$ cat src/hw/rtl/wsdf_pkg.sv
package wsdf_pkg;

    // Frame parse phase
    typedef enum logic [2:0] {
        PH_HDR0   = 3'd0,
        PH_HDR1   = 3'd1,
        PH_EXTLEN = 3'd2,
        PH_KEY    = 3'd3,
        PH_DATA   = 3'd4,
        PH_DROP   = 3'd5
    } t_phase;

    // Result kinds
    localparam logic [1:0] KIND_PAYLOAD = 2'd0;
    localparam logic [1:0] KIND_EMPTY   = 2'd1;
    localparam logic [1:0] KIND_CLOSE   = 2'd2;

    // Header constants
    localparam logic [3:0] OPC_CLOSE    = 4'h8;
    localparam logic [6:0] LEN_CODE_16  = 7'd126;
    localparam logic [6:0] LEN_CODE_64  = 7'd127;
    localparam logic [3:0] EXT_BYTES_16 = 4'd2;
    localparam logic [3:0] EXT_BYTES_64 = 4'd8;
    localparam logic [3:0] KEY_BYTES    = 4'd4;

endpackage

$ cat src/hw/rtl/websocket_frame_deframer.sv
// A request's result is on the output register in the cycle after the byte is taken.
// Throughput: one byte per cycle; the input is ready whenever the output register is
// empty or is being taken in the same cycle.
// Close payload gives no result; header bytes none but last of a close or empty header.
// Reset (i_rst_n low, synchronous) returns the parser to the first header byte and
// empties the output register.
module websocket_frame_deframer (
    input  logic        i_clk,
    input  logic        i_rst_n,
    input  logic [7:0]  i_in_byte,
    input  logic        i_in_valid,
    output logic        o_in_ready,
    output logic        o_out_valid,
    input  logic        i_out_ready,
    output logic [1:0]  o_kind,
    output logic [7:0]  o_payload_byte,
    output logic [3:0]  o_opcode,
    output logic        o_fin,
    output logic        o_masked,
    output logic [31:0] o_payload_length,
    output logic        o_last
);

    // Parser state
    wsdf_pkg::t_phase r_phase, n_phase;
    logic [3:0]       r_count, n_count;
    logic             r_ext_long, n_ext_long;
    logic             r_fin, n_fin;
    logic [3:0]       r_opcode, n_opcode;
    logic             r_mask, n_mask;
    logic [31:0]      r_length, n_length;
    logic [31:0]      r_key, n_key;
    logic [31:0]      r_pos, n_pos;

    // Output register
    logic             r_out_valid;
    logic [1:0]       r_kind;
    logic [7:0]       r_pbyte;
    logic [3:0]       r_out_opcode;
    logic             r_out_fin;
    logic             r_out_mask;
    logic [31:0]      r_out_length;
    logic             r_out_last;

    // Per-byte decode
    logic             w_accept;
    logic             w_hdr_done;
    logic [3:0]       w_count_inc;
    logic [3:0]       w_ext_total;
    logic [31:0]      w_pos_inc;
    logic [7:0]       w_key_byte;
    logic             w_data_last;

    // Result of this byte
    logic             w_res;
    logic [1:0]       w_res_kind;
    logic [7:0]       w_res_byte;
    logic             w_res_last;

    assign o_in_ready = !r_out_valid || i_out_ready;
    assign w_accept   = i_in_valid && o_in_ready;

    assign w_count_inc = r_count + 4'd1;
    assign w_ext_total = r_ext_long ? wsdf_pkg::EXT_BYTES_64 : wsdf_pkg::EXT_BYTES_16;
    assign w_pos_inc   = r_pos + 32'd1;
    assign w_data_last = (r_pos == (r_length - 32'd1));

    // Mask key byte for position mod 4, first key byte first
    always_comb begin
        case (r_pos[1:0])
            2'd0:    w_key_byte = r_key[31:24];
            2'd1:    w_key_byte = r_key[23:16];
            2'd2:    w_key_byte = r_key[15:8];
            default: w_key_byte = r_key[7:0];
        endcase
    end

    // Next state
    always_comb begin
        n_phase    = r_phase;
        n_count    = r_count;
        n_ext_long = r_ext_long;
        n_fin      = r_fin;
        n_opcode   = r_opcode;
        n_mask     = r_mask;
        n_length   = r_length;
        n_key      = r_key;
        n_pos      = r_pos;
        w_hdr_done = 1'b0;

        case (r_phase)
            wsdf_pkg::PH_HDR1: begin
                n_mask   = i_in_byte[7];
                n_count  = 4'd0;
                n_length = 32'd0;
                if (i_in_byte[6:0] < wsdf_pkg::LEN_CODE_16) begin
                    n_length = {25'd0, i_in_byte[6:0]};
                    if (i_in_byte[7]) begin
                        n_phase = wsdf_pkg::PH_KEY;
                    end else begin
                        w_hdr_done = 1'b1;
                    end
                end else begin
                    n_ext_long = (i_in_byte[6:0] == wsdf_pkg::LEN_CODE_64);
                    n_phase    = wsdf_pkg::PH_EXTLEN;
                end
            end
            wsdf_pkg::PH_EXTLEN: begin
                // 64-bit lengths keep only the last four bytes
                n_length = {r_length[23:0], i_in_byte};
                n_count  = w_count_inc;
                if (w_count_inc >= w_ext_total) begin
                    n_count = 4'd0;
                    if (r_mask) begin
                        n_phase = wsdf_pkg::PH_KEY;
                    end else begin
                        w_hdr_done = 1'b1;
                    end
                end
            end
            wsdf_pkg::PH_KEY: begin
                n_key   = {r_key[23:0], i_in_byte};
                n_count = w_count_inc;
                if (w_count_inc >= wsdf_pkg::KEY_BYTES) begin
                    w_hdr_done = 1'b1;
                end
            end
            wsdf_pkg::PH_DATA: begin
                n_pos = w_pos_inc;
                if (w_data_last) begin
                    n_phase = wsdf_pkg::PH_HDR0;
                end
            end
            wsdf_pkg::PH_DROP: begin
                n_pos = w_pos_inc;
                if (w_pos_inc >= r_length) begin
                    n_phase = wsdf_pkg::PH_HDR0;
                end
            end
            default: begin
                // First header byte; unused codes land here too
                n_fin    = i_in_byte[7];
                n_opcode = i_in_byte[3:0];
                n_mask   = 1'b0;
                n_key    = 32'd0;
                n_length = 32'd0;
                n_pos    = 32'd0;
                n_count  = 4'd0;
                n_phase  = wsdf_pkg::PH_HDR1;
            end
        endcase

        // End of header: close frames drop their payload, empty frames end here
        if (w_hdr_done) begin
            n_pos = 32'd0;
            if (n_opcode == wsdf_pkg::OPC_CLOSE) begin
                n_phase = (n_length == 32'd0) ? wsdf_pkg::PH_HDR0 : wsdf_pkg::PH_DROP;
            end else if (n_length == 32'd0) begin
                n_phase = wsdf_pkg::PH_HDR0;
            end else begin
                n_phase = wsdf_pkg::PH_DATA;
            end
        end
    end

    // Result of the byte
    always_comb begin
        w_res      = 1'b0;
        w_res_kind = wsdf_pkg::KIND_PAYLOAD;
        w_res_byte = 8'd0;
        w_res_last = 1'b1;
        if (r_phase == wsdf_pkg::PH_DATA) begin
            w_res      = 1'b1;
            w_res_byte = i_in_byte ^ w_key_byte;
            w_res_last = w_data_last;
        end else if (w_hdr_done) begin
            if (n_opcode == wsdf_pkg::OPC_CLOSE) begin
                w_res      = 1'b1;
                w_res_kind = wsdf_pkg::KIND_CLOSE;
            end else if (n_length == 32'd0) begin
                w_res      = 1'b1;
                w_res_kind = wsdf_pkg::KIND_EMPTY;
            end
        end
    end

    // Parser registers
    always_ff @(posedge i_clk) begin
        if (!i_rst_n) begin
            r_phase    <= wsdf_pkg::PH_HDR0;
            r_count    <= 4'd0;
            r_ext_long <= 1'b0;
            r_fin      <= 1'b0;
            r_opcode   <= 4'd0;
            r_mask     <= 1'b0;
            r_length   <= 32'd0;
            r_key      <= 32'd0;
            r_pos      <= 32'd0;
        end else if (w_accept) begin
            r_phase    <= n_phase;
            r_count    <= n_count;
            r_ext_long <= n_ext_long;
            r_fin      <= n_fin;
            r_opcode   <= n_opcode;
            r_mask     <= n_mask;
            r_length   <= n_length;
            r_key      <= n_key;
            r_pos      <= n_pos;
        end
    end

    // Output valid
    always_ff @(posedge i_clk) begin
        if (!i_rst_n) begin
            r_out_valid <= 1'b0;
        end else if (w_accept && w_res) begin
            r_out_valid <= 1'b1;
        end else if (i_out_ready) begin
            r_out_valid <= 1'b0;
        end
    end

    // Output payload
    always_ff @(posedge i_clk) begin
        if (w_accept && w_res) begin
            r_kind       <= w_res_kind;
            r_pbyte      <= w_res_byte;
            r_out_opcode <= n_opcode;
            r_out_fin    <= n_fin;
            r_out_mask   <= n_mask;
            r_out_length <= n_length;
            r_out_last   <= w_res_last;
        end
    end

    assign o_out_valid      = r_out_valid;
    assign o_kind           = r_kind;
    assign o_payload_byte   = r_pbyte;
    assign o_opcode         = r_out_opcode;
    assign o_fin            = r_out_fin;
    assign o_masked         = r_out_mask;
    assign o_payload_length = r_out_length;
    assign o_last           = r_out_last;

endmodule
$ cat config.mk
export PLATFORM = sky130hd
export DESIGN_NAME = websocket_frame_deframer
export DESIGN_NICKNAME = d
export VERILOG_FILES = /design/src/hw/rtl/wsdf_pkg.sv /design/src/hw/rtl/websocket_frame_deframer.sv
export SDC_FILE = /design/constraint.sdc
export NUM_CORES = 1
export LEC_CHECK = 0
export ABC_AREA = 1
export BUFFER_PORTS_ARGS = -buffer_cell sky130_fd_sc_hd__buf_2
export CORE_ASPECT_RATIO = 1.1
export CORE_UTILIZATION = 55
export DETAILED_ROUTE_END_ITERATION = 8
export PLACE_DENSITY_LB_ADDON = 0.12
export SKIP_CTS_REPAIR_TIMING = 1
export SYNTH_ARGS = -nofsm -noshare
export SYNTH_HDL_FRONTEND = slang
export SYNTH_SLANG_ARGS = --single-unit
$ cat constraint.sdc
create_clock -name i_clk -period 3.27 [get_ports i_clk]
set_clock_uncertainty 0.05 [all_clocks]
set_input_delay 0.4905 -clock i_clk [delete_from_list [all_inputs] [get_ports i_clk]]
set_output_delay 0.4905 -clock i_clk [all_outputs]
set_load 0.01 [all_outputs]
## Yosys cells after proc, flatten, opt, wreduce, memory -nomap -nowiden

Cells that the tools add are included.

- $mul: 0
- Equal/unequal tests: 17
- Order comparisons: 4
- Add/sub/neg operators: 3
- Bitwise logic cells: 5
- Muxes and demuxes: 37
- Shifts and indexed selects: 0
- Reductions and logical operators: 20
- Divide/modulo/power cells: 0

Operators by type and width:

| operator | number |
|---|---|
| one-hot mux 32 bit (2 select lines) | 2 |
| one-hot mux 32 bit (3 select lines) | 1 |
| adder 32 x 1 -> 32 bit (second input constant) | 1 |
| equality test 32 bit | 1 |
| >= comparator 32 bit | 1 |
| logical NOT 32 bit | 1 |
| 2-to-1 mux 32 bit | 1 |
| subtractor 32 x 1 -> 32 bit (second input constant) | 1 |
| 2-to-1 mux 3 bit | 10 |
| one-hot mux 8 bit (3 select lines) | 1 |
| one-hot mux 3 bit (5 select lines) | 1 |
| 2-to-1 mux 1 bit | 13 |
| 2-to-1 mux 4 bit | 3 |
| inequality test 3 bit (second input constant) | 4 |
| one-hot mux 4 bit (3 select lines) | 1 |
| OR reduction 3 bit | 3 |
| OR reduction 4 bit | 2 |
| bitwise XOR 8 bit | 1 |
| equality test 7 bit (second input constant) | 1 |
| < comparator 7 bit (second input constant) | 1 |
| 2-to-1 mux 7 bit | 1 |
| AND reduction 7 bit | 1 |
| equality test 3 x 2 -> 1 bit (second input constant) | 2 |
| equality test 3 bit (second input constant) | 2 |
| 23 further kinds | 30 |

- Bits of input ports: 12
- Output and inout port bits: 51
- Latch bits: 0
- Memories kept: 0
- Memory bits (read-only): 0
- Memory bits (writable): 0
- Register bits after elaboration: 160

## Longest topological paths before layout

Gate-level depths: netlist of run 1.

- Word-level depth: 10
- Gate-level depth with buffers: 25
- Depth with buffers taken out: 25

## Worst setup path after synthesis of run 1

Ideal clock, no wire load.

- Path kind: register to register
- From: register r_pos[0]
- To: register r_phase[2]
- Buffers on the path: 0
- Cell stages (with the launch flop): 25
- Required time: 3.086 ns
- Setup slack: 0.096 ns
- Library setup time: 0.134 ns
- Arrival: 2.990 ns
- Cell sequence: dfxtp_1 > ha_1 > nand3_2 > inv_2 > nand2_2 > nor2_4 > nand3_2 > nor4_4 > nand2_1 > nor2_2 > nand3_1 > xor2_1 > inv_2 > ha_1 > nand2_1 > nor3_1 > nand3_1 > nor2_1 > nand4_1 > nand4_1 > o21ai_0 > nand2_1 > nand3_2 > nand2_1 > a21oi_1

- Word-level cells in the longest chain between the ends: 4
- Elaborated cells on any way between the ends: 6
- Classes of those cells: 1 x add/sub; 1 x order compare; 3 x eq/ne; 1 x reduce/logical

Ends and longest elaborated chain:

| item | line | text |
|---|---|---|
| start: declaration | websocket_frame_deframer.sv:33 | `logic [31:0] r_pos, n_pos;` |
| start signal: assignment | websocket_frame_deframer.sv:208 | `r_pos <= n_pos;` |
| adder 32 x 1 -> 32 bit | websocket_frame_deframer.sv:65 | `assign w_pos_inc = r_pos + 32'd1;` |
| >= comparator 32 bit | websocket_frame_deframer.sv:136 | `if (w_pos_inc >= r_length) begin` |
| inequality test 3 bit (no source line) | - |  |
| AND reduction 7 bit (no source line) (*) | - |  |
| end signal: assignment | websocket_frame_deframer.sv:190 | `r_phase <= wsdf_pkg::PH_HDR0;` |
| end signal: assignment | websocket_frame_deframer.sv:200 | `r_phase <= n_phase;` |
| end: declaration | websocket_frame_deframer.sv:25 | `wsdf_pkg::t_phase r_phase, n_phase;` |

Mark *: on every way between the ends. The rest lies on a longest branch, timed or not.
A chain may end at the register's enable or synchronous reset.

## Worst setup path after layout of run 1

Ends and elaborated chain as after synthesis.

==> results of run 1 <==
-- state kept, by name (all words and copies together), names as in the netlist, 2 cells and up --
register / flops
o_opcode: 4
r_pos: 32
r_opcode: 4
o_payload_length: 32
o_payload_byte: 8
r_phase: 3
r_key: 32
o_kind: 2
r_length: 32
r_count: 4
-- worst max-delay path, delay by kind of cell (launching register included) --
kind,cells,cell delay [ps]
xor gates and xnor gates,1,140
adders and majority gates,1,280
DFF,1,370
and+or+nand+nor,17,2050
buffers and inverters,3,300
AOI/OAI and AO/OA,2,140
-- area by class of cell --
class,count,area share (%)
timing repair buffer,143,8.42
clock inverter,15,1.49
multi-input combinational,924,46.0
clock buffer,17,3.67
inverter,186,6.03
sequential,160,31.9
tap,234,2.53
-- power groups by stage --
stage	clock [mW]	combinational (mW)	sequential, mW
6_report	2.00	1.45	2.29
4_1_cts	2.02	1.41	2.29
3_3_place_gp	0	1.38	2.33
5_1_grt	2.10	1.61	2.31
3_5_place_dp	0	1.40	2.33
2_1_floorplan	0	1.02	2.33
-- through the flow --
step	TNS (ps)	area (sq um)	worst slack (ps)
floorplan	0	9800	96.5
global placement	-165	10800	-68.2
detailed placement	-417	10800	-147
CTS	-500	11400	-176
global route	-1230	11600	-417
finish	-493	11600	-190
-- placed cells by master (no fill, tap or decap), types with 12 or more instances in the layout --
| master | instances |
|---|---|
| inv_1 | 160 |
| dfxtp_1 | 109 |
| xor2_1 | 46 |
| xnor2_1 | 19 |
| ha_1 | 35 |
| o21ai_1 | 12 |
| buf_2 | 62 |
| nand4_1 | 15 |
| nand2_1 | 272 |
| edfxtp_1 | 49 |
| a21oi_1 | 139 |
| o21ai_0 | 59 |
| nand3_1 | 58 |
| nor2_1 | 119 |
| a211oi_1 | 18 |
| nor2_2 | 12 |
| nand2_2 | 12 |
| clkbuf_16 | 17 |
| buf_4 | 75 |
| inv_2 | 23 |
-- metal layers --
| layer | wire length (um) | GRT usage, % |
|---|---|---|
| met3 | 1450 | 4.59 |
| met1 | 12800 | 43.4 |
| met4 | 964 | 13.8 |
| met5 | 0 | 0 |
| met2 | 13200 | 50.9 |
-- worst max path at each step --
stage / to / slack, ps
floorplan: r_phase[2]$_SDFFE_PN0P_ / 100
global placement: r_phase[2]$_SDFFE_PN0P_ / -70
detailed placement: r_phase[2]$_SDFFE_PN0P_ / -150
CTS: r_phase[2]$_SDFFE_PN0P_ / -180
global route: r_phase[2]$_SDFFE_PN0P_ / -420
finish: r_phase[2]$_SDFFE_PN0P_ / -190
-- kinds of logic after synthesis --
group,synth area share (%)
and+or+nand+nor,26.0
adders and majority gates,5.24
AOI/OAI and AO/OA,15.5
buffers and inverters,9.43
DFF,37.7
xor gates and xnor gates,6.16
-- cell usage after synthesis (15+ instances only) --
cell and count:
nand3_1 59, a21oi_1 141, xnor2_1 19, nor2_1 121, inv_2 22, xor2_1 48
nand4_1 15, o21ai_0 60, edfxtp_1 49, a211oi_1 18, dfxtp_1 111, inv_1 161
nand2_1 276, ha_1 41, clkbuf_1 26
==> metrics.md, run 1 <==
| Metric | Value |
|---|---|
| Area of the multi-input gates | `between 0.005 and 0.006 sq mm` |
| Crit Reg-Reg Startpoint | `r_pos[0]$_SDFFE_PN0P_` |
| Crit path max fanout | `3` |
| Most used cell, CP | `nand2_2` |
| Worst reg2reg setup slack | `-190 ps` |
| Post-synth ARST share | `0%` |
| RR Endpoint | `r_phase[2]$_SDFFE_PN0P_` |
| Ant diodes | `0` |
| Internal power | `3.68 mW` |
| Die H | `~140 um` |
| Htree depth | `4` |
| Worst VDD drop | `between 0.3 and 0.4 mV` |
| Antenna Nets Post-Route | `0` |
| Initial core utilization | `between 50% and 60%` |
| DRT iter0 DRCs | `675` |
| Period utilization | `106%` |
| First-pass GRT wire length | `44600 um` |
| F_max | `between 0.2 and 0.3 GHz` |
| Reg2Reg Depth | `24` |
| Synth area leader | `dfxtp_1` |
| Comb pwr share | `25.3%` |
| Relative slew margins | `around half` |
| # fillers | `1514` |
| Synthesis Warnings | `0` |
| Failing checks | `setup timing` |
| Clk buf depth | `2` |
| Switching Share | `a little over a third` |
| Sequential area share after synthesis | `between 30% and 40%` |
| Drt wl/cell | `around 17 um` |
| Worst min-delay path startpoint | `i_out_ready` |
| CTS tree | `yes` |
| Pwr dens | `between 400 and 500 mW/mm^2` |
| Die Width | `about 130 um` |
| Clk pwr share | `34.8%` |
| Via/cell ratio | `between 5 and 6` |
| GPL Wtd Cong | `~0.96` |
| Global route overflow | `0` |
| Reg power frac | `about two fifths` |
| I/O Buffers | `between 60 and 70` |
| Clock-pin slew on the worst setup and hold paths | `70 ps` |
| Post-Syn Nets | `about 1400` |
| Mapped Cells | `1315` |
| Launch point of the worst path | `r_pos[0]$_SDFFE_PN0P_` |
| Core area | `roughly 0.017 sq mm` |
| Leak pwr | `5.25 nW` |
| Slew Viols, Final | `0` |
| Final WS setup | `-190 ps` |
| Via count | `just over 9000` |
| Post-layout minimum cycle time | `~3500 ps` |
| Top cells by area, synth | `dfxtp_1 23%, edfxtp_1 15%, nand2_1 11%` |
| Post-synth EDFFs | `49` |
| Arr. time, crit path | `around 3700 ps` |
| Share of cells above drive strength 1 | `20.4%` |
| Worst Path Required | `around 3500 ps` |
| Run status | `finished with violations` |
| # setup viols final | `3` |
| Crit path cell chain | `buf_6, nand2_2, nor2_4, nand2_2, nor2_4, nand3_4, nor3_4, nand2_2, nor2_4, buf_6, xor2_1, inv_1, ha_4, nand2_2, nor3_2, nand3_1, nor2_2, nand4_1, nand4_1, o21ai_1, nand2_1, nand3_2, nand2_1, a21oi_2` |
| Std-Cell Rows | `50` |
| Setup CP Type | `register to register` |
| Hold Slack | `about 320 ps` |
| Utilization of the core after routing | `between 60% and 70%` |
| Total length of routed wires | `roughly 28000 um` |
| Register area | `roughly 0.0037 sq mm` |
| Hold Crit Endpoint | `o_out_valid$_SDFFE_PN0P_` |
| Worst-skew pair later-pin latency | `approximately 430 ps` |
| Hold WC Path Type | `input pin to register` |
| Post-synth top area share | `around 23%` |
| Full die area | `0.0184 sq mm` |
| Non-Filler Instances | `approximately 1700` |
| Nets | `1485` |
| CTS Sinks | `160` |
| Slowest-stage cell, CP | `dfxtp_4` |
| Top-level port count | `63` |
| Post-Syn Area | `around 0.01 sq mm` |
| Worst-Margin Slew | `~750 ps` |
| P&R area growth vs syn | `18.3%` |
| Clk Tree Root Cell | `clkbuf_16` |
| Number of global-route vias before repair | `8493` |
| Syn_area_per_cell | `about 7.5 sq um` |
| DR pass1 iterations | `5` |
| Initial antenna violation count | `0` |
| Startpoint types | `register` |
| Setup crit end kind | `register` |
| Netlist cell types | `just over 50` |
| Max cap viols | `0` |
| Ys flop type | `dfxtp_1` |
| Psw | `2.06 mW` |
| Crit-path max cell delay | `~370 ps` |
| HPWL after DPL | `~21000 um` |
| Tot GR Track Use | `between 30% and 40%` |
| Largest net degree at the start of global routing | `76` |
| Inserted Clock Buffers | `17` |
| Design Power | `between 5 and 6 mW` |
| Placed insts | `1642` |
| Final hold viol count | `0` |
| Seq cells post-synth | `160` |
| RSZ-0062 raised after global routing | `yes` |
| DRC | `0` |
| Hold Path Depth | `4` |
No activity file was read; power rests on OpenSTA's default activity.
==> run 2: changes to the inputs <==
--- a/config.mk
+++ b/config.mk
@@ -11,6 +11,7 @@
 export CORE_UTILIZATION = 55
 export DETAILED_ROUTE_END_ITERATION = 8
 export PLACE_DENSITY_LB_ADDON = 0.12
+export RECOVER_POWER = 25
 export SKIP_CTS_REPAIR_TIMING = 1
 export SYNTH_ARGS = -nofsm -noshare
 export SYNTH_HDL_FRONTEND = slang
==> run 2 against run 1 <==
  * The flow still finishes with violations (setup timing)
  * Total power decreased by 0.33%
  * Register-to-register slack about the same
  * Clock power barely moved
  * Sequential power about the same
  * Final area shrank 1.1%
  * Via count grew 0.47%
  * Die area unchanged
  * Wire length hardly changed
  * Combinational power about the same
  * Highest routed layer unchanged
==> metrics.md, run 2 (synthesis gave the netlist of run 1 again) <==
| Metric | Value |
|---|---|
| Post-layout minimum cycle time | `3470 ps (was 3460 ps)` |
| Initial antenna violation count | `0 (unchanged)` |
| Startpoint types | `register (unchanged)` |
| Final WS setup | `-197 ps (was -190 ps)` |
| I/O Buffers | `62 (unchanged)` |
| Largest net degree at the start of global routing | `76 (unchanged)` |
| Clk buf depth | `2 (unchanged)` |
| DRT iter0 DRCs | `654 (was 675)` |
| Final hold viol count | `0 (unchanged)` |
| Period utilization | `106% (about the same)` |
| Crit-path max cell delay | `370 ps (about the same)` |
| CTS Sinks | `160 (unchanged)` |
| Top-level port count | `63 (unchanged)` |
| Setup CP Type | `register to register (unchanged)` |
| Clk Tree Root Cell | `clkbuf_16 (unchanged)` |
| Worst VDD drop | `0.392 mV (was 0.390 mV)` |
| # fillers | `1558 (was 1514)` |
| Slowest-stage cell, CP | `dfxtp_4 (unchanged)` |
| Drt wl/cell | `16.9 um (about the same)` |
| GPL Wtd Cong | `0.958 (unchanged)` |
| Die H | `142 um (unchanged)` |
| Worst-skew pair later-pin latency | `440 ps (was 430 ps)` |
| Worst-Margin Slew | `743 ps (was 748 ps)` |
| DRC | `0 (unchanged)` |
| Antenna Nets Post-Route | `0 (unchanged)` |
| Top Family by Delay on Critical Path | `simple AND/OR/NAND/NOR gates (unchanged)` |
| Global route overflow | `0 (unchanged)` |
| Full die area | `0.0184 sq mm (unchanged)` |
| Most used cell, CP | `nand2_2 (unchanged)` |
| Worst Path Required | `3520 ps (about the same)` |
| CP Buf/Inv Count | `3 (unchanged)` |
| Hold WC Path Type | `input pin to register (unchanged)` |
| F_max | `0.288 GHz (was 0.289 GHz)` |
| Area of the multi-input gates | `0.00527 sq mm (was 0.00533 sq mm)` |
| Std-Cell Rows | `50 (unchanged)` |
| Pwr dens | `499 mW/mm^2 (was 495 mW/mm^2)` |
| Via/cell ratio | `5.47 (was 5.45)` |
| Failing checks | `setup timing (unchanged)` |
| Initial core utilization | `56.9% (unchanged)` |
| Setup crit end kind | `register (unchanged)` |
| Most common cell after layout, fill and taps aside | `nand2_1 (unchanged)` |
| DR pass1 iterations | `5 (unchanged)` |
| Share of cells above drive strength 1 | `16.1% (was 20.4%)` |
| Register area | `0.00370 sq mm (unchanged)` |
| Total length of routed wires | `28400 um (about the same)` |
| # setup viols final | `3 (unchanged)` |
| Slew Viols, Final | `0 (unchanged)` |
| Most frequent cells in the layout | `272 x nand2_1, 161 x inv_1, 139 x a21oi_1, 119 x nor2_1, 109 x dfxtp_1 (was 272 x nand2_1, 160 x inv_1, 139 x a21oi_1, 119 x nor2_1, 109 x dfxtp_1)` |
| Crit path cell chain | `buf_6, nand2_2, nor2_4, nand2_2, nor2_4, nand3_4, nor3_4, nand2_2, nor2_4, buf_6, xor2_1, inv_1, ha_4, nand2_2, nor3_2, nand3_1, nor2_2, nand4_1, nand4_1, o21ai_1, nand2_1, nand3_2, nand2_1, a21oi_2 (unchanged)` |
| Core area | `0.0172 sq mm (unchanged)` |
| RSZ-0062 raised after global routing | `yes (unchanged)` |
| Inserted Clock Buffers | `17 (unchanged)` |
| Relative slew margins | `50.4% (was 50.0%)` |
| First-pass GRT wire length | `44600 um (unchanged)` |
| Die Width | `129 um (unchanged)` |
| Leak pwr | `5.10 nW (was 5.25 nW)` |
| Ant diodes | `0 (unchanged)` |
| Design Power | `5.73 mW (was 5.74 mW)` |
| Crit path max fanout | `3 (unchanged)` |
| Nets | `1485 (unchanged)` |
| HPWL after DPL | `21000 um (unchanged)` |
| Tot GR Track Use | `32.0% (unchanged)` |
| CTS tree | `yes (unchanged)` |
| Number of global-route vias before repair | `8493 (unchanged)` |
| Htree depth | `4 (unchanged)` |
| Clock-pin slew on the worst setup and hold paths | `70 ps (about the same)` |
| P&R area growth vs syn | `17.0% (was 18.3%)` |
| Run status | `finished with violations (unchanged)` |
| Via count | `9192 (was 9149)` |
| Hold Slack | `322 ps (was 318 ps)` |
| Max cap viols | `0 (unchanged)` |
| Arr. time, crit path | `3720 ps (was 3710 ps)` |
## run 2: changes by cell type in the layout (fill, tap and decap cells not counted), sizes merged
| cell | delta |
|---|---|
| clkbuf | +51 |
| buf | -51 |
## run 2: worst paths after layout
check	start	endpoint	slack [ps]	depth (start not counted)
worst min-delay path	i_out_ready	o_out_valid$_SDFFE_PN0P_	320	4
worst max register to register	r_pos[0]$_SDFFE_PN0P_	r_phase[2]$_SDFFE_PN0P_	-200	24
worst max-delay path	r_pos[0]$_SDFFE_PN0P_	r_phase[2]$_SDFFE_PN0P_	-200	24
worst min register to register	r_key[26]$_SDFFE_PN0P_	r_key[26]$_SDFFE_PN0P_	420	2
## run 2: layer usage
layer / GRT usage [%] / up-vias / routed length [um]
li1: - / 4559 / -
met1: 43.4 / 4301 / 12900
met2: 50.9 / 280 / 13200
met3: 4.59 / 52 / 1380
met4: 13.8 / 0 / 959
met5: 0 / - / 0
## run 2: cell type report
cell class	count	share of cell area (%)
Clock buffer	17	3.71
Clock inverter	15	1.51
Inverter	186	6.10
Multi-Input combinational cell	924	45.9
Sequential cell	160	32.3
Tap cell	234	2.55
Timing Repair Buffer	143	7.95
## run 2: worst reg2reg max path, delay by kind of cell (launching register included)
kind | cells | cell delay, ps
compound gates | 2 | 140
fa+ha+maj | 1 | 280
xor+xnor | 1 | 140
simple gates | 17 | 2070
flops | 1 | 370
buf+inv | 3 | 300
## run 2: power by group
group | total (mW) | leakage (nW) | internal (mW) | switching (mW)
Combinational | 1.43 | 3.44 | 0.446 | 0.982
Clock | 2.00 | 0.292 | 1.03 | 0.973
Sequential | 2.29 | 1.36 | 2.19 | 0.102
## run 2: per-stage QoR
stage                     setup WS [ps]  instances  util [%]  setup TNS [ps]  instance area [sq um]
after detailed placement           -147       1642      62.8            -417                  10800
after floorplan                    96.5       1315         -               0                   9800
after CTS                          -176       1674      66.3            -500                  11400
after global routing               -417       1679      66.7           -1230                  11500
after global placement            -68.2       1642      62.8            -165                  10800
final                              -197       1679      66.7            -514                  11500
